`src/rtl/core/bpp_pkg.sv`:
```
`timescale 1ns / 1ps
// ----------------------------------------------------------------------------
// bpp_pkg: bounce path predictor shared definitions
// word formats, register indexes, reset values, sequencer codes
// ----------------------------------------------------------------------------
package bpp_pkg;

	// coordinate format, signed q3.12 metres
	localparam int COORD_WIDTH = 16;
	// per-frame step keeps full precision of the difference
	localparam int DELTA_WIDTH = COORD_WIDTH + 1;
	// multiplier operand, wide enough for a coordinate and for the radius
	localparam int MUL_WIDTH = (COORD_WIDTH > 16) ? COORD_WIDTH : 16;
	// shared unit width, holds a square sum and every mirror term
	localparam int ALU_WIDTH = 2 * MUL_WIDTH + 1;

	localparam int CFG_WIDTH = 15;
	localparam int STEP_WIDTH = 7;
	localparam int INDEX_WIDTH = 2;

	localparam logic [STEP_WIDTH-1:0] HORIZON_CAP = STEP_WIDTH'(64);

	localparam logic [CFG_WIDTH-1:0] HALF_WIDTH_RST = CFG_WIDTH'(1024);
	localparam logic [CFG_WIDTH-1:0] ARM_RADIUS_RST = CFG_WIDTH'(819);
	localparam logic [STEP_WIDTH-1:0] MAX_STEPS_RST = STEP_WIDTH'(13);

	typedef enum logic [INDEX_WIDTH-1:0] {
		REG_HALF_WIDTH = 2'd0,
		REG_ARM_RADIUS = 2'd1,
		REG_MAX_STEPS  = 2'd2
	} reg_index_t;

	typedef struct packed {
		logic signed [COORD_WIDTH-1:0] first_x;
		logic signed [COORD_WIDTH-1:0] first_y;
		logic signed [COORD_WIDTH-1:0] second_x;
		logic signed [COORD_WIDTH-1:0] second_y;
	} in_word_t;

	typedef struct packed {
		logic signed [COORD_WIDTH-1:0] pred_x;
		logic signed [COORD_WIDTH-1:0] pred_y;
		logic [STEP_WIDTH-1:0]         step_index;
		logic                          in_reach;
		logic                          last;
	} out_word_t;

	typedef enum logic [1:0] {
		ALU_ADD,
		ALU_SUB,
		ALU_SQR
	} alu_op_t;

	typedef enum logic [2:0] {
		OPA_X,
		OPA_Y,
		OPA_R,
		OPA_R2,
		OPA_T,
		OPA_HW2,
		OPA_NHW2
	} opa_sel_t;

	typedef enum logic [2:0] {
		OPB_ZERO,
		OPB_DX,
		OPB_DY,
		OPB_X1,
		OPB_Y1,
		OPB_X,
		OPB_T,
		OPB_U
	} opb_sel_t;

	typedef enum logic [2:0] {
		DST_NONE,
		DST_DX,
		DST_DY,
		DST_R2,
		DST_X,
		DST_Y,
		DST_T,
		DST_U
	} dst_sel_t;

	typedef enum logic [3:0] {
		ST_IDLE,
		ST_DX,
		ST_DY,
		ST_R2,
		ST_SQX,
		ST_SQY,
		ST_SUM,
		ST_CHECK,
		ST_ADD_X,
		ST_ADD_Y,
		ST_WALL_HI,
		ST_WALL_LO
	} seq_state_t;

	typedef struct packed {
		logic in_valid;
		logic out_free;
		logic is_start;
		logic at_limit;
		logic reach;
		logic x_gt_hw;
		logic x_lt_nhw;
	} seq_status_t;

	typedef struct packed {
		logic     in_ready;
		logic     load;
		alu_op_t  op;
		opa_sel_t a_sel;
		opb_sel_t b_sel;
		dst_sel_t dst;
		logic     neg_dx;
		logic     n_inc;
		logic     emit;
		logic     emit_last;
	} seq_ctrl_t;

endpackage

```
`src/rtl/core/bpp_alu.sv`:
```
`timescale 1ns / 1ps
// ----------------------------------------------------------------------------
// bpp_alu: shared arithmetic unit
// add, subtract or square on signed operands, one operation per cycle
// ----------------------------------------------------------------------------
module bpp_alu (
	input  bpp_pkg::alu_op_t                        op,
	input  logic signed [bpp_pkg::ALU_WIDTH-1:0]    a,
	input  logic signed [bpp_pkg::ALU_WIDTH-1:0]    b,
	output logic signed [bpp_pkg::ALU_WIDTH-1:0]    y
);

	localparam int MW = bpp_pkg::MUL_WIDTH;
	localparam int UW = bpp_pkg::ALU_WIDTH;

	logic signed [MW-1:0]   m;
	logic signed [2*MW-1:0] prod;

	// squaring uses the low part, operands are always narrow enough
	assign m    = a[MW-1:0];
	assign prod = m * m;

	always_comb begin
		case (op)
			bpp_pkg::ALU_ADD: y = a + b;
			bpp_pkg::ALU_SUB: y = a - b;
			bpp_pkg::ALU_SQR: y = {{(UW-2*MW){prod[2*MW-1]}}, prod};
			default:          y = a + b;
		endcase
	end

endmodule

```
`src/rtl/core/bpp_seq.sv`:
```
`timescale 1ns / 1ps
// ----------------------------------------------------------------------------
// bpp_seq: prediction sequencer
// walks the shared unit through the delta, reach test and frame steps
// ----------------------------------------------------------------------------
module bpp_seq (
	input  logic                  clk,
	input  logic                  arst_n,
	input  bpp_pkg::seq_status_t  status,
	output bpp_pkg::seq_ctrl_t    ctrl
);

	bpp_pkg::seq_state_t state_q;
	bpp_pkg::seq_state_t state_nxt;
	logic                done;

	// stop on reach or at the horizon
	assign done = status.reach || status.at_limit;

	always_ff @(posedge clk or negedge arst_n) begin
		if (!arst_n) begin
			state_q <= bpp_pkg::ST_IDLE;
		end else begin
			state_q <= state_nxt;
		end
	end

	always_comb begin
		state_nxt = state_q;
		case (state_q)
			bpp_pkg::ST_IDLE: begin
				if (status.in_valid) state_nxt = bpp_pkg::ST_DX;
			end
			bpp_pkg::ST_DX:      state_nxt = bpp_pkg::ST_DY;
			bpp_pkg::ST_DY:      state_nxt = bpp_pkg::ST_R2;
			bpp_pkg::ST_R2:      state_nxt = bpp_pkg::ST_SQX;
			bpp_pkg::ST_SQX:     state_nxt = bpp_pkg::ST_SQY;
			bpp_pkg::ST_SQY:     state_nxt = bpp_pkg::ST_SUM;
			bpp_pkg::ST_SUM:     state_nxt = bpp_pkg::ST_CHECK;
			bpp_pkg::ST_CHECK: begin
				if (status.out_free) begin
					state_nxt = done ? bpp_pkg::ST_IDLE : bpp_pkg::ST_ADD_X;
				end
			end
			bpp_pkg::ST_ADD_X:   state_nxt = bpp_pkg::ST_ADD_Y;
			bpp_pkg::ST_ADD_Y:   state_nxt = bpp_pkg::ST_WALL_HI;
			bpp_pkg::ST_WALL_HI: state_nxt = bpp_pkg::ST_WALL_LO;
			bpp_pkg::ST_WALL_LO: state_nxt = bpp_pkg::ST_SQX;
			default:             state_nxt = bpp_pkg::ST_IDLE;
		endcase
	end

	always_comb begin
		ctrl.in_ready  = 1'b0;
		ctrl.load      = 1'b0;
		ctrl.op        = bpp_pkg::ALU_ADD;
		ctrl.a_sel     = bpp_pkg::OPA_X;
		ctrl.b_sel     = bpp_pkg::OPB_ZERO;
		ctrl.dst       = bpp_pkg::DST_NONE;
		ctrl.neg_dx    = 1'b0;
		ctrl.n_inc     = 1'b0;
		ctrl.emit      = 1'b0;
		ctrl.emit_last = 1'b0;
		case (state_q)
			bpp_pkg::ST_IDLE: begin
				ctrl.in_ready = 1'b1;
				ctrl.load     = status.in_valid;
			end
			bpp_pkg::ST_DX: begin
				ctrl.op    = bpp_pkg::ALU_SUB;
				ctrl.a_sel = bpp_pkg::OPA_X;
				ctrl.b_sel = bpp_pkg::OPB_X1;
				ctrl.dst   = bpp_pkg::DST_DX;
			end
			bpp_pkg::ST_DY: begin
				ctrl.op    = bpp_pkg::ALU_SUB;
				ctrl.a_sel = bpp_pkg::OPA_Y;
				ctrl.b_sel = bpp_pkg::OPB_Y1;
				ctrl.dst   = bpp_pkg::DST_DY;
			end
			bpp_pkg::ST_R2: begin
				ctrl.op    = bpp_pkg::ALU_SQR;
				ctrl.a_sel = bpp_pkg::OPA_R;
				ctrl.dst   = bpp_pkg::DST_R2;
			end
			bpp_pkg::ST_SQX: begin
				ctrl.op    = bpp_pkg::ALU_SQR;
				ctrl.a_sel = bpp_pkg::OPA_X;
				ctrl.dst   = bpp_pkg::DST_T;
			end
			bpp_pkg::ST_SQY: begin
				ctrl.op    = bpp_pkg::ALU_SQR;
				ctrl.a_sel = bpp_pkg::OPA_Y;
				ctrl.dst   = bpp_pkg::DST_U;
			end
			bpp_pkg::ST_SUM: begin
				ctrl.op    = bpp_pkg::ALU_ADD;
				ctrl.a_sel = bpp_pkg::OPA_T;
				ctrl.b_sel = bpp_pkg::OPB_U;
				ctrl.dst   = bpp_pkg::DST_T;
			end
			bpp_pkg::ST_CHECK: begin
				// r squared minus distance squared, sign gives reach
				ctrl.op    = bpp_pkg::ALU_SUB;
				ctrl.a_sel = bpp_pkg::OPA_R2;
				ctrl.b_sel = bpp_pkg::OPB_T;
				if (status.out_free) begin
					ctrl.emit      = status.reach || !status.is_start;
					ctrl.emit_last = done;
					ctrl.n_inc     = !done;
				end
			end
			bpp_pkg::ST_ADD_X: begin
				ctrl.op    = bpp_pkg::ALU_ADD;
				ctrl.a_sel = bpp_pkg::OPA_X;
				ctrl.b_sel = bpp_pkg::OPB_DX;
				ctrl.dst   = bpp_pkg::DST_X;
			end
			bpp_pkg::ST_ADD_Y: begin
				ctrl.op    = bpp_pkg::ALU_ADD;
				ctrl.a_sel = bpp_pkg::OPA_Y;
				ctrl.b_sel = bpp_pkg::OPB_DY;
				ctrl.dst   = bpp_pkg::DST_Y;
			end
			bpp_pkg::ST_WALL_HI: begin
				ctrl.op     = bpp_pkg::ALU_SUB;
				ctrl.a_sel  = bpp_pkg::OPA_HW2;
				ctrl.b_sel  = bpp_pkg::OPB_X;
				ctrl.dst    = status.x_gt_hw ? bpp_pkg::DST_X : bpp_pkg::DST_NONE;
				ctrl.neg_dx = status.x_gt_hw;
			end
			bpp_pkg::ST_WALL_LO: begin
				ctrl.op     = bpp_pkg::ALU_SUB;
				ctrl.a_sel  = bpp_pkg::OPA_NHW2;
				ctrl.b_sel  = bpp_pkg::OPB_X;
				ctrl.dst    = status.x_lt_nhw ? bpp_pkg::DST_X : bpp_pkg::DST_NONE;
				ctrl.neg_dx = status.x_lt_nhw;
			end
			default: begin
				ctrl.in_ready = 1'b0;
			end
		endcase
	end

endmodule

```
`src/rtl/core/bounce_path_predictor_top.sv`:
```
`timescale 1ns / 1ps
// ----------------------------------------------------------------------------
// bounce_path_predictor_top: ball bounce path predictor
// steps a ball forward from two frame positions, mirrors at the side walls
// ----------------------------------------------------------------------------
// A word carries two successive ball positions in signed q3.12 metres. The
// per-frame step is their difference; the ball is advanced from the later
// position one frame at a time, at most max_steps frames (0 acts as 1, above
// 64 acts as 64), until it lies within arm_radius of the origin. Every frame
// step gives one output word; the final word has last set and in_reach tells
// whether the ball ended within reach. A ball that starts within reach gives
// one word with the start point and step_index 0. All work runs through one
// shared add/subtract/square unit under a sequencer, one operation a cycle
// while the compare step is not held waiting for a free output register:
// after the input word is taken, it sets up the step and tests the start
// point, then each frame step runs two adds, two wall tests, two squares,
// one sum and one compare. Every compare waits until the output register
// is free or out_ready is high. The next input word is taken only after the
// last word of an item is registered and the sequencer is back in idle.
// in_ready is high only between items; the output word sits in its own
// register, so the next input word can be taken while the last result
// still waits. Registers are to be written only while idle; the block
// itself does not enforce this.
// ----------------------------------------------------------------------------
module bounce_path_predictor_top (
	input  logic                                   clk,
	input  logic                                   arst_n,
	input  logic                                   cfg_wr_en,
	input  logic [bpp_pkg::INDEX_WIDTH-1:0]        cfg_index,
	input  logic [bpp_pkg::CFG_WIDTH-1:0]          cfg_data,
	input  logic                                   in_valid,
	output logic                                   in_ready,
	input  bpp_pkg::in_word_t                      in_word,
	output logic                                   out_valid,
	input  logic                                   out_ready,
	output bpp_pkg::out_word_t                     out_word
);

	localparam int W  = bpp_pkg::COORD_WIDTH;
	localparam int DW = bpp_pkg::DELTA_WIDTH;
	localparam int UW = bpp_pkg::ALU_WIDTH;
	localparam int CW = bpp_pkg::CFG_WIDTH;
	localparam int SW = bpp_pkg::STEP_WIDTH;

	// saturation bounds of a coordinate, at unit width
	localparam logic signed [UW-1:0] CMAX = {{(UW-W+1){1'b0}}, {(W-1){1'b1}}};
	localparam logic signed [UW-1:0] CMIN = ~CMAX;

	// configuration registers
	logic [CW-1:0] half_width_q;
	logic [CW-1:0] arm_radius_q;
	logic [SW-1:0] max_steps_q;

	// working registers of one item
	logic signed [W-1:0]  x1_q;
	logic signed [W-1:0]  y1_q;
	logic signed [W-1:0]  x_q;
	logic signed [W-1:0]  y_q;
	logic signed [DW-1:0] dx_q;
	logic signed [DW-1:0] dy_q;
	logic signed [UW-1:0] r2_q;
	logic signed [UW-1:0] t_q;
	logic signed [UW-1:0] u_q;
	logic [SW-1:0]        n_q;
	logic [SW-1:0]        limit_q;
	logic [SW-1:0]        limit_nxt;

	// output register
	logic                 out_valid_q;
	bpp_pkg::out_word_t   out_word_q;

	// shared unit and sequencer
	logic signed [UW-1:0] alu_a;
	logic signed [UW-1:0] alu_b;
	logic signed [UW-1:0] alu_y;
	logic signed [UW-1:0] x_ext;
	logic signed [UW-1:0] hw_ext;
	logic signed [W-1:0]  alu_sat;
	bpp_pkg::seq_status_t status;
	bpp_pkg::seq_ctrl_t   ctrl;

	function automatic logic signed [W-1:0] sat_coord(input logic signed [UW-1:0] v);
		logic signed [W-1:0] r;
		if (v > CMAX) begin
			r = CMAX[W-1:0];
		end else if (v < CMIN) begin
			r = CMIN[W-1:0];
		end else begin
			r = v[W-1:0];
		end
		return r;
	endfunction

	// ---------------------------------------------------------------------
	// configuration port, unknown indexes are dropped
	// ---------------------------------------------------------------------
	always_ff @(posedge clk or negedge arst_n) begin
		if (!arst_n) begin
			half_width_q <= bpp_pkg::HALF_WIDTH_RST;
			arm_radius_q <= bpp_pkg::ARM_RADIUS_RST;
			max_steps_q  <= bpp_pkg::MAX_STEPS_RST;
		end else if (cfg_wr_en) begin
			case (cfg_index)
				bpp_pkg::REG_HALF_WIDTH: half_width_q <= cfg_data;
				bpp_pkg::REG_ARM_RADIUS: arm_radius_q <= cfg_data;
				bpp_pkg::REG_MAX_STEPS:  max_steps_q  <= cfg_data[SW-1:0];
				default: ;
			endcase
		end
	end

	// horizon clamped to 1..64
	always_comb begin
		if (max_steps_q == '0) begin
			limit_nxt = SW'(1);
		end else if (max_steps_q > bpp_pkg::HORIZON_CAP) begin
			limit_nxt = bpp_pkg::HORIZON_CAP;
		end else begin
			limit_nxt = max_steps_q;
		end
	end

	// ---------------------------------------------------------------------
	// operand selection
	// ---------------------------------------------------------------------
	assign x_ext  = {{(UW-W){x_q[W-1]}}, x_q};
	assign hw_ext = {{(UW-CW){1'b0}}, half_width_q};

	always_comb begin
		case (ctrl.a_sel)
			bpp_pkg::OPA_X:    alu_a = x_ext;
			bpp_pkg::OPA_Y:    alu_a = {{(UW-W){y_q[W-1]}}, y_q};
			bpp_pkg::OPA_R:    alu_a = {{(UW-CW){1'b0}}, arm_radius_q};
			bpp_pkg::OPA_R2:   alu_a = r2_q;
			bpp_pkg::OPA_T:    alu_a = t_q;
			bpp_pkg::OPA_HW2:  alu_a = hw_ext <<< 1;
			bpp_pkg::OPA_NHW2: alu_a = -(hw_ext <<< 1);
			default:           alu_a = x_ext;
		endcase
	end

	always_comb begin
		case (ctrl.b_sel)
			bpp_pkg::OPB_ZERO: alu_b = '0;
			bpp_pkg::OPB_DX:   alu_b = {{(UW-DW){dx_q[DW-1]}}, dx_q};
			bpp_pkg::OPB_DY:   alu_b = {{(UW-DW){dy_q[DW-1]}}, dy_q};
			bpp_pkg::OPB_X1:   alu_b = {{(UW-W){x1_q[W-1]}}, x1_q};
			bpp_pkg::OPB_Y1:   alu_b = {{(UW-W){y1_q[W-1]}}, y1_q};
			bpp_pkg::OPB_X:    alu_b = x_ext;
			bpp_pkg::OPB_T:    alu_b = t_q;
			bpp_pkg::OPB_U:    alu_b = u_q;
			default:           alu_b = '0;
		endcase
	end

	bpp_alu u_alu (
		.op (ctrl.op),
		.a  (alu_a),
		.b  (alu_b),
		.y  (alu_y)
	);

	assign alu_sat = sat_coord(alu_y);

	// ---------------------------------------------------------------------
	// sequencer
	// ---------------------------------------------------------------------
	assign status.in_valid = in_valid;
	assign status.out_free = !out_valid_q || out_ready;
	assign status.is_start = (n_q == '0);
	assign status.at_limit = (n_q == limit_q);
	// valid in the compare cycle: r squared minus distance squared not negative
	assign status.reach    = !alu_y[UW-1];
	// wall tests on the current x
	assign status.x_gt_hw  = (x_ext > hw_ext);
	assign status.x_lt_nhw = (x_ext < -hw_ext);

	bpp_seq u_seq (
		.clk    (clk),
		.arst_n (arst_n),
		.status (status),
		.ctrl   (ctrl)
	);

	assign in_ready = ctrl.in_ready;

	// ---------------------------------------------------------------------
	// working registers, written back from the shared unit
	// ---------------------------------------------------------------------
	always_ff @(posedge clk) begin
		if (ctrl.load) begin
			x1_q    <= in_word.first_x;
			y1_q    <= in_word.first_y;
			x_q     <= in_word.second_x;
			y_q     <= in_word.second_y;
			limit_q <= limit_nxt;
		end else begin
			case (ctrl.dst)
				bpp_pkg::DST_DX: dx_q <= alu_y[DW-1:0];
				bpp_pkg::DST_DY: dy_q <= alu_y[DW-1:0];
				bpp_pkg::DST_R2: r2_q <= alu_y;
				bpp_pkg::DST_X:  x_q  <= alu_sat;
				bpp_pkg::DST_Y:  y_q  <= alu_sat;
				bpp_pkg::DST_T:  t_q  <= alu_y;
				bpp_pkg::DST_U:  u_q  <= alu_y;
				default: ;
			endcase
			// a wall hit flips the x step, kept at full precision
			if (ctrl.neg_dx) begin
				dx_q <= -dx_q;
			end
		end
	end

	// frame counter
	always_ff @(posedge clk or negedge arst_n) begin
		if (!arst_n) begin
			n_q <= '0;
		end else if (ctrl.load) begin
			n_q <= '0;
		end else if (ctrl.n_inc) begin
			n_q <= n_q + SW'(1);
		end
	end

	// ---------------------------------------------------------------------
	// output word register
	// ---------------------------------------------------------------------
	always_ff @(posedge clk or negedge arst_n) begin
		if (!arst_n) begin
			out_valid_q <= 1'b0;
		end else if (ctrl.emit) begin
			out_valid_q <= 1'b1;
		end else if (out_ready) begin
			out_valid_q <= 1'b0;
		end
	end

	always_ff @(posedge clk) begin
		if (ctrl.emit) begin
			out_word_q.pred_x     <= x_q;
			out_word_q.pred_y     <= y_q;
			out_word_q.step_index <= n_q;
			out_word_q.in_reach   <= status.reach;
			out_word_q.last       <= ctrl.emit_last;
		end
	end

	assign out_valid = out_valid_q;
	assign out_word  = out_word_q;

	// ---------------------------------------------------------------------
	// assertions
	// ---------------------------------------------------------------------
	// busy right after taking a word
	a_busy_after_load: assert property (@(posedge clk) disable iff (!arst_n)
		ctrl.load |=> !in_ready)
		else $error("input taken again while an item is in work");

	// never step past the horizon
	a_step_in_horizon: assert property (@(posedge clk) disable iff (!arst_n)
		ctrl.n_inc |-> (n_q < limit_q))
		else $error("frame step beyond the horizon");

	// an emitted word never carries a frame count above the horizon
	a_emit_in_horizon: assert property (@(posedge clk) disable iff (!arst_n)
		ctrl.emit |-> (n_q <= limit_q))
		else $error("output word beyond the horizon");

	// reach is only reported on the final word
	a_reach_on_last: assert property (@(posedge clk) disable iff (!arst_n)
		(out_valid && out_word.in_reach) |-> out_word.last)
		else $error("in_reach set on a word that is not last");

endmodule

```
`config.mk`:
```
export PLATFORM = sky130hd
export DESIGN_NAME = bounce_path_predictor_top
export DESIGN_NICKNAME = d
export VERILOG_FILES = /design/src/rtl/core/bpp_pkg.sv /design/src/rtl/core/bpp_alu.sv /design/src/rtl/core/bpp_seq.sv /design/src/rtl/core/bounce_path_predictor_top.sv
export SDC_FILE = /design/constraint.sdc
export NUM_CORES = 1
export LEC_CHECK = 0
export ABC_AREA = 1
export CORE_ASPECT_RATIO = 0.6
export CORE_MARGIN = 1.5
export CORE_UTILIZATION = 45
export CTS_CLUSTER_SIZE = 10
export DETAILED_ROUTE_END_ITERATION = 7
export DONT_BUFFER_PORTS = 1
export PLACE_DENSITY_LB_ADDON = 0.05
export REMOVE_ABC_BUFFERS = 1
export SKIP_CTS_REPAIR_TIMING = 1
export SLEW_MARGIN = 0
export SYNTH_ARGS = -nofsm -noshare
export SYNTH_HDL_FRONTEND = slang
export SYNTH_SLANG_ARGS = --single-unit
```
`constraint.sdc`:
```
create_clock -name clk -period 14.6 [get_ports clk]
set_input_delay 1.46 -clock clk [delete_from_list [all_inputs] [get_ports clk]]
set_output_delay 1.46 -clock clk [all_outputs]
set_load 0.02 [all_outputs]
```
# Yosys cells after proc, flatten, opt, wreduce, memory -nomap -nowiden
# Cells that the tools add are included.
dict set report totals {
  regBits 294
  word_cells 134
}
dict set report op_classes {
  add_sub_neg 6
  n_mul 1
  n_lt_le_gt_ge 5
  n_eq_ne 38
  n_mux 30
  bitwise_logic 1
  reduce_logical 31
}
# operator n
set ops {}
lappend ops {{$pmux W33 S8} 1}
lappend ops {{$pmux W33 S6} 1}
lappend ops {{$mux W16} 6}
lappend ops {{$pmux W33 S2} 1}
lappend ops {{$pmux W5 S10} 1}
lappend ops {{$pmux W4 S11} 1}
lappend ops {{$mux W17} 2}
lappend ops {{$add A33 B33 Y33} 1}
lappend ops {{$eq A3 B3 Y1 const B} 11}
lappend ops {{$gt A33 B16 Y1 const B} 1}
lappend ops {{$lt A16 B33 Y1} 1}
lappend ops {{$lt A33 B16 Y1 const B} 1}
lappend ops {{$neg A15 Y33} 1}
lappend ops {{$neg A16 Y33} 1}
lappend ops {{$sub A33 B33 Y33} 1}
lappend ops {{$mul A16 B16 Y32} 1}
lappend ops {{$pmux W3 S9} 1}
lappend ops {{$mux W7} 3}
lappend ops {{$pmux W3 S7} 1}
lappend ops {{$reduce_and A2 Y1} 10}
lappend ops {{$eq A3 B2 Y1 const B} 6}
lappend ops {{$neg A17 Y17} 1}
lappend ops {{$eq A4 B3 Y1 const B} 4}
lappend ops {{$eq A4 B4 Y1 const B} 4}
lappend ops {{other kinds (23)} 50}

# Longest topological paths before layout
# Gate-level depths: netlist of run 1.
dict set report logic_depth {
  word_depth 14
  depth_mapped 55
  depth_no_buf 53
}

# By module
# A second synthesis of run 1 with hierarchy kept.
dict set report hier_totals {
  cells_unflattened 3351
  area_unflattened_um2 27333.7
}
# module n_inst cells_per_inst area_per_inst_um2
set modules_own_cells {}
lappend modules_own_cells {bounce_path_predictor_top 1 1368 13847.0}
lappend modules_own_cells {bpp_alu 1 1907 13037.5}
lappend modules_own_cells {bpp_seq 1 76 449.2}

# Worst setup path before layout of run 1
# OpenSTA, ideal clock, no wires.
dict set report synth_path {
  path_type {reg-to-reg}
  start {reg half_width_q[1]}
  end {reg out_word_q (netlist bit out_word[0]) (enable)}
  arrival_ps 10047
  required_ps 14146
  path_slack_ps 4098
  stages_incl_launch_ff 40
  cell_sequence {dfrtp_1 -> inv_1 -> ha_1 -> nand3_1 -> nor2_1 -> inv_1 -> nor2_1 -> inv_1 -> nor2_1 -> nand2_1 -> nor2_1 -> nand4_1 -> nor2_1 -> ha_1 -> inv_1 -> o22ai_1 -> a221oi_1 -> a21oi_1 -> [4 not listed] -> inv_1 -> fa_1 -> inv_1 -> fa_1 -> inv_1 -> fa_1 -> inv_1 -> fa_1 -> fa_1 -> ha_1 -> inv_1 -> nor3_1 -> nand2_1 -> o2111ai_1 -> xnor2_1 -> nand2_1 -> nand2_4 -> a21oi_1}
}
# element line_no
set synth_rtl {}
lappend synth_rtl {{from (decl)} bounce_path_predictor_top.sv:50} ;# logic [CW-1:0] half_width_q;
lappend synth_rtl {{from (signal assigned)} bounce_path_predictor_top.sv:99} ;# half_width_q <= bpp_pkg::HALF_WIDTH_RST;
lappend synth_rtl {{from (signal assigned)} bounce_path_predictor_top.sv:104} ;# bpp_pkg::REG_HALF_WIDTH: half_width_q <= cfg_data;
lappend synth_rtl {{to (decl)} bounce_path_predictor_top.sv:70} ;# bpp_pkg::out_word_t out_word_q;

# Final worst setup path of run 1
dict set report layout_path {
  start {reg half_width_q[1]}
  end {reg x_q[14] (data pin)}
}
dict set report layout_via {
  elab_chain_len 9
  elab_cells_between_ends 12
}
# element line_no
set layout_rtl {}
lappend layout_rtl {{$neg A16 Y33} bounce_path_predictor_top.sv:137} ;# bpp_pkg::OPA_NHW2: alu_a = -(hw_ext <<< 1);
lappend layout_rtl {{$pmux W33 S6 *} bounce_path_predictor_top.sv:130} ;# case (ctrl.a_sel)
lappend layout_rtl {{$mul A16 B16 Y32 (tied with other cells)} bpp_alu.sv:21} ;# assign prod = m * m;
lappend layout_rtl {{$pmux W33 S2 *} bpp_alu.sv:24} ;# case (op)
lappend layout_rtl {{named net alu_y[25]} bounce_path_predictor_top.sv:75} ;# logic signed [UW-1:0] alu_y;
lappend layout_rtl {{$lt A33 B16 Y1} bounce_path_predictor_top.sv:86} ;# end else if (v < CMIN) begin
lappend layout_rtl {{$mux W16} bounce_path_predictor_top.sv:86}
lappend layout_rtl {{$mux W16 *} bounce_path_predictor_top.sv:84} ;# if (v > CMAX) begin
lappend layout_rtl {{$mux W16 *} bounce_path_predictor_top.sv:198} ;# case (ctrl.dst)
lappend layout_rtl {{$mux W16 *} bounce_path_predictor_top.sv:191} ;# if (ctrl.load) begin
lappend layout_rtl {{to (signal assigned)} bounce_path_predictor_top.sv:194} ;# x_q <= in_word.second_x;
lappend layout_rtl {{to (signal assigned)} bounce_path_predictor_top.sv:202} ;# bpp_pkg::DST_X: x_q <= alu_sat;
lappend layout_rtl {{to (decl)} bounce_path_predictor_top.sv:57} ;# logic signed [W-1:0] x_q;
# Mark *: on every way through the listed nets, which the timed path passes. The rest lies on a longest branch. The select of a mux whose other input is x is not followed.
# A chain may end at the register's enable or synchronous reset.

==> results of run 1 <==
==> worst max-delay path, delay by kind of cell, from the launching register on <==
| kind | cells | cell delay (ns) |
|---|---|---|
| AO/OA/AOI/OAI | 5 | 1.80 |
| buffers and inverters | 11 | 2.02 |
| adder cells (fa/ha/maj) | 9 | 3.95 |
| flip-flops | 1 | 0.40 |
| AND/OR/NAND/NOR | 20 | 3.36 |
==> metal layers <==
layer  part of all wire  vias to the layer above  track usage
met4              0.012                        0       0.0386
li1                   -                    10500            -
met1               0.51                    10800        0.499
met2               0.35                     1009        0.367
met5                  0                        -            0
met3               0.13                       74        0.107
==> flip-flops by register name, summed over array words and instances (netlist names) <==
register and cells:
u_seq.state_q 4, x1_q 16, limit_q 7, r2_q 33, x_q 16, t_q 33
n_q 7, dx_q 17, half_width_q 15, arm_radius_q 15, y_q 16, u_q 33
dy_q 17, out_word 41, max_steps_q 7, y1_q 16, out_valid 1
==> final cells by class <==
type | count | area [sq um] | share of cell area
clock inverter | 4 | 37.5 | 0.00129
multi-input combinational | 2238 | 15600 | 0.533
clock buffer | 53 | 1010 | 0.0345
timing repair buffer | 38 | 285 | 0.00977
antenna | 1 | 2.50 | 0.0000857
sequential | 294 | 8600 | 0.294
inverter | 727 | 2730 | 0.0935
tap | 781 | 977 | 0.0335
==> cell families after synthesis <==
group           count (synthesis)
simple gates                 1375
flops                         294
fa+ha+maj                     408
compound gates                373
buf+inv                       791
xor+xnor                       81
mux                             1
==> worst min path at each step <==
stage	from	to	slack, ns	depth (start not counted)
3_5_place_dp	y_q[0]	out_word[9]	0.44	0
5_1_grt	y_q[0]	out_word[9]	0.47	0
2_1_floorplan	y_q[2]	out_word[11]	0.43	0
3_3_place_gp	y_q[0]	out_word[9]	0.45	0
4_1_cts	y_q[0]	out_word[9]	0.45	0
6_report	y_q[0]	out_word[9]	0.46	0
==> through the flow <==
| stage | worst slack [ns] | util | cells | area [sq um] |
|---|---|---|---|---|
| finish | 2.89 | 0.492 | 4136 | 29200 |
| global route | 1.98 | 0.492 | 4136 | 29200 |
| CTS | 2.98 | 0.491 | 4135 | 29200 |
| detailed placement | 3.02 | 0.474 | 4078 | 28100 |
| global placement | 3.34 | 0.474 | 4078 | 28100 |
| floorplan | 3.48 | - | 3259 | 26800 |
==> cells in the final DEF (no fill, tap or decap), types with 13 or more instances in the layout <==
cell       netlist  routed
a21oi_1        107     106
a221oi_1        14      14
buf_4            3      38
clkbuf_1        44      15
clkbuf_16        0      38
dfrtp_1         39      39
edfxtp_1       245     245
fa_1           241     241
ha_1           167     167
inv_1          706     706
inv_2           12      13
nand2_1        831     831
nand3_1        124     124
nand4_1         40      40
nor2_1         287     285
nor3_1          29      28
o21ai_0        160     155
o21ai_1         16      16
or2_2           15      15
xnor2_1         27      27
xor2_1          54      54
==> flow_summary.yaml, run 1 <==
setup_path:
  cpPeakStageDelay_ns: 0.74
  reg2regPathDepth: 45
  criticalPathCategory: "flop to flop"
  cp-end-kind: "flop"
  crit_fanout: 17
  cp-start-kind: "flop"
  crit_end: "x_q[14]"
  cp_data_arrival_time_ns: 12.11
  r2r_setup_slack_ns: 2.89
  cp-startpoint: "half_width_q[1]"
  reg2reg_to: "x_q[14]"
  cpMaxStageDelayCell: "o21ai_0"
  crit_required_ns: 15.01
  cpMostUsedCell: "inv_1"
  reg2reg_from: "half_width_q[1]"
sta:
  clock.fmax_mhz: 85.4
  fin_hold_ws_ns: 0.456
  worstMarginPinSlew_ns: 1.26
  tns_ns: 0
  fin_crit_sh: 0.802
  finClkSkew_ns: 0.0416
  finalSetupViolCount: 0
  final_max_slew_viol_count: 0
  period_needed_ns: 11.71
  slew_headroom: 0.161
  rsz0062_at_grt: "no"
  finalHoldViolCount: 0
logic_synthesis:
  ys_seq_elements: 294
  post-synth-top-count-cell: "nand2_1"
  synthAdderAreaFrac: 0.255
  synth.avg_cell_area_sq_um: 8.16
  netlist.area_leader.share: 0.271
  synth_flop_cell: "edfxtp_1"
  syn-cell-area_sq_um: 27100
  yosysWarnings: 0
  synth_edf_count: 245
  synth_area_leaders: "edfxtp_1, fa_1, nand2_1"
  muxShareOfSynthArea: 0.000415
  synth_commonest_cells: "nand2_1, inv_1, nor2_1"
  synth_top_family_by_area: "adder cells"
  syn_inst: 3323
  synthArstFlopShare: 0.167
  synth_compound_area_frac: 0.0792
  yosysSeqAreaShare: 0.317
  synth_simple_gate_area_frac: 0.211
  synth-xor-area-share: 0.0262
  synth_cell_types: 60
  synth_top_cell_by_area: "edfxtp_1"
global_routing:
  grt_pass1_wl_um: 136000
  grt_pass1_vias: 21000
  grt_max_degree: 68
  antenna_found_initial: 1
  grt_usage: 0.302
  grt_overflow: 0
clocking:
  clkTransAtPathRegs_ns: 0.06
  clk_path_buf_depth: 3
  cts-buffers-inserted: 36
  htreeDepth: 2
  cts_tree: "done"
  clkLatencyLatePin_ns: 0.56
  clock_sinks: 294
  cts-root-buf: "clkbuf_16"
placement:
  port_buffers: 0
  place_hpwl_um: 75000
  place_congestion: 0.963
floorplan:
  die_height_um: 193
  die_w_um: 320
  start_util: 0.457
  io_pins: 129
  fp.dieArea_sq_um: 61800
  core_sq_um: 59400
  rows: 69
flow_run:
  max_cap_viol_count: 0
routing:
  drt_iter0_drc: 2546
  via_count: 22400
  viasPerCell: 5.41
  wire_per_inst_um: 22.3
  antenna_left: 0
  drt_pass1_iterations: 6
  routed_wl_um: 92200
  route.detailed.drc: 0
cells_and_area:
  drive_above_1_share: 0.0486
  nets: 3829
  nFillCells: 5899
  syn_to_final_growth_pct: 7.62
hold_path:
  hold_path_class: "flop to flop"
status:
  status: "finished clean"
Power of run 1 is left out: the tool's default activity adds up to more than one toggle a clock period on the data nets, which glitch-free logic cannot reach.
==> run 2, diff against run 1 <==
==> constraint.sdc (replaced) <==
create_clock -name clk -period 10.2 [get_ports clk]
set_input_delay 1.02 -clock clk [delete_from_list [all_inputs] [get_ports clk]]
set_output_delay 1.02 -clock clk [all_outputs]
set_load 0.02 [all_outputs]
==> run 2 against run 1 <==
  * Worst hold slack worse by 0.29 ns
  * Critical path depth is 7 higher
  * Final cell count increased by 3.2%
  * Clock-buffer cell count increased by 8
  * Critical endpoint is now x_q[0]
==> flow_summary.yaml, run 2 (synthesis results as in run 1) <==
global_routing:
  grt_max_degree: 60
  grt_pass1_vias: 21800
  antenna_found_initial: 1
  grt_usage: 0.310
  grt_overflow: 0
  grt_pass1_wl_um: 140000
floorplan:
  core_sq_um: 59400
  die_height_um: 193
  rows: 69
  fp.dieArea_sq_um: 61800
  die_w_um: 320
  io_pins: 129
  start_util: 0.457
sta:
  finalHoldViolCount: 0
  period_needed_ns: 9.68
  slew_headroom: 0.186
  fin_crit_sh: 0.949
  finClkSkew_ns: 0.0405
  worstMarginPinSlew_ns: 1.22
  clock.fmax_mhz: 103
  final_max_slew_viol_count: 0
  finalSetupViolCount: 0
clocking:
  clock_sinks: 294
  cts-root-buf: "clkbuf_16"
  clkTransAtPathRegs_ns: 0.06
  clk_path_buf_depth: 3
  clkLatencyLatePin_ns: 0.56
  cts-buffers-inserted: 35
  cts_tree: "done"
  htreeDepth: 2
setup_path:
  reg2reg_from: "half_width_q[1]"
  crit_fanout: 9
  cpMostUsedCell: "nand2_1"
  cpPeakStageDelay_ns: 0.62
  cp-start-kind: "flop"
  criticalPathCategory: "flop to flop"
  cpMaxStageDelayCell: "fa_1"
  cp.buffers_inverters: 16
  cp_data_arrival_time_ns: 9.97
  crit_family: "adder cells"
  reg2reg_to: "x_q[0]"
  reg2regPathDepth: 52
  r2r_setup_slack_ns: 0.52
  crit_required_ns: 10.49
  cp-end-kind: "flop"
placement:
  port_buffers: 0
  place_congestion: 0.974
  place_hpwl_um: 78500
  dp.cells: 4199
status:
  status: "finished clean"
cells_and_area:
  syn_to_final_growth_pct: 11.6
  fin_cells: 4270
  layout_commonest_cell: "nand2_1"
  drive_above_1_share: 0.0866
  largest_reg_flops: 41
  nFillCells: 5766
  nets: 3954
  layout_common_cells: "nand2_1, inv_1, nor2_1"
routing:
  viasPerCell: 5.28
  routed_wl_um: 94600
  route.detailed.drc: 0
  drt_pass1_iterations: 5
  antenna_left: 0
  wire_per_inst_um: 22.2
  via_count: 22600
  drt_iter0_drc: 2364
hold_path:
  hold_path_class: "input pin to async pin"
flow_run:
  max_cap_viol_count: 0
## run 2: cell count changes in the layout (fill, tap and decap cells not counted), moves of 2 or more
| cell | before | now |
|---|---|---|
| clkbuf_16 | 38 | 36 |
| nor3_2 | 1 | 3 |
| buf_4 | 38 | 158 |
| clkbuf_1 | 15 | 25 |
| clkinvlp_4 | 1 | 3 |
| nor2_1 | 285 | 278 |
| buf_12 | 0 | 6 |
| clkinv_1 | 8 | 6 |
| o21ai_2 | 8 | 6 |
| nor3_1 | 28 | 26 |
| nor2_2 | 8 | 14 |
## run 2: metal layers
| metal | GRT usage | up-vias | wire [um] |
|---|---|---|---|
| li1 | - | 10700 | - |
| met1 | 0.515 | 10800 | 48800 |
| met2 | 0.377 | 974 | 33100 |
| met3 | 0.106 | 65 | 11700 |
| met4 | 0.0432 | 0 | 1020 |
| met5 | 0 | - | 0 |
## run 2: area by class of cell
| type | count | area [sq um] | share of cell area |
|---|---|---|---|
| antenna | 2 | 5.00 | 0.000165 |
| clock buffer | 61 | 995 | 0.0328 |
| clock inverter | 3 | 32.5 | 0.00107 |
| inverter | 727 | 2740 | 0.0904 |
| multi-input combinational | 2238 | 15600 | 0.516 |
| sequential | 294 | 8600 | 0.284 |
| tap | 781 | 977 | 0.0323 |
| timing repair buffer | 164 | 1310 | 0.0431 |
## run 2: worst max path at each step
| stage | from | end | depth (start not counted) |
|---|---|---|---|
| final | half_width_q[1] | x_q[0] | 52 |
| after detailed placement | half_width_q[1] | x_q[0] | 48 |
| after global placement | half_width_q[1] | y_q[9] | 48 |
| after global routing | half_width_q[1] | n_q[6] | 45 |
| after CTS | half_width_q[1] | x_q[0] | 48 |
| after floorplan | half_width_q[1] | out_word[0] | 38 |
## run 2: through the flow
step / utilization / setup TNS (ns) / hold WS [ns] / cell area [sq um] / setup WS [ns]
global route: 0.510 / -0.0569 / 0.142 / 30300 / -0.0168
CTS: 0.507 / 0 / 0.145 / 30100 / 0.00175
global placement: 0.490 / 0 / 0.444 / 29100 / 0.210
floorplan: - / -38.56 / 0.426 / 26800 / -0.919
finish: 0.510 / 0 / 0.170 / 30300 / 0.516
detailed placement: 0.490 / 0 / 0.448 / 29100 / 0.0468
Power of run 2 is left out for the same reason.
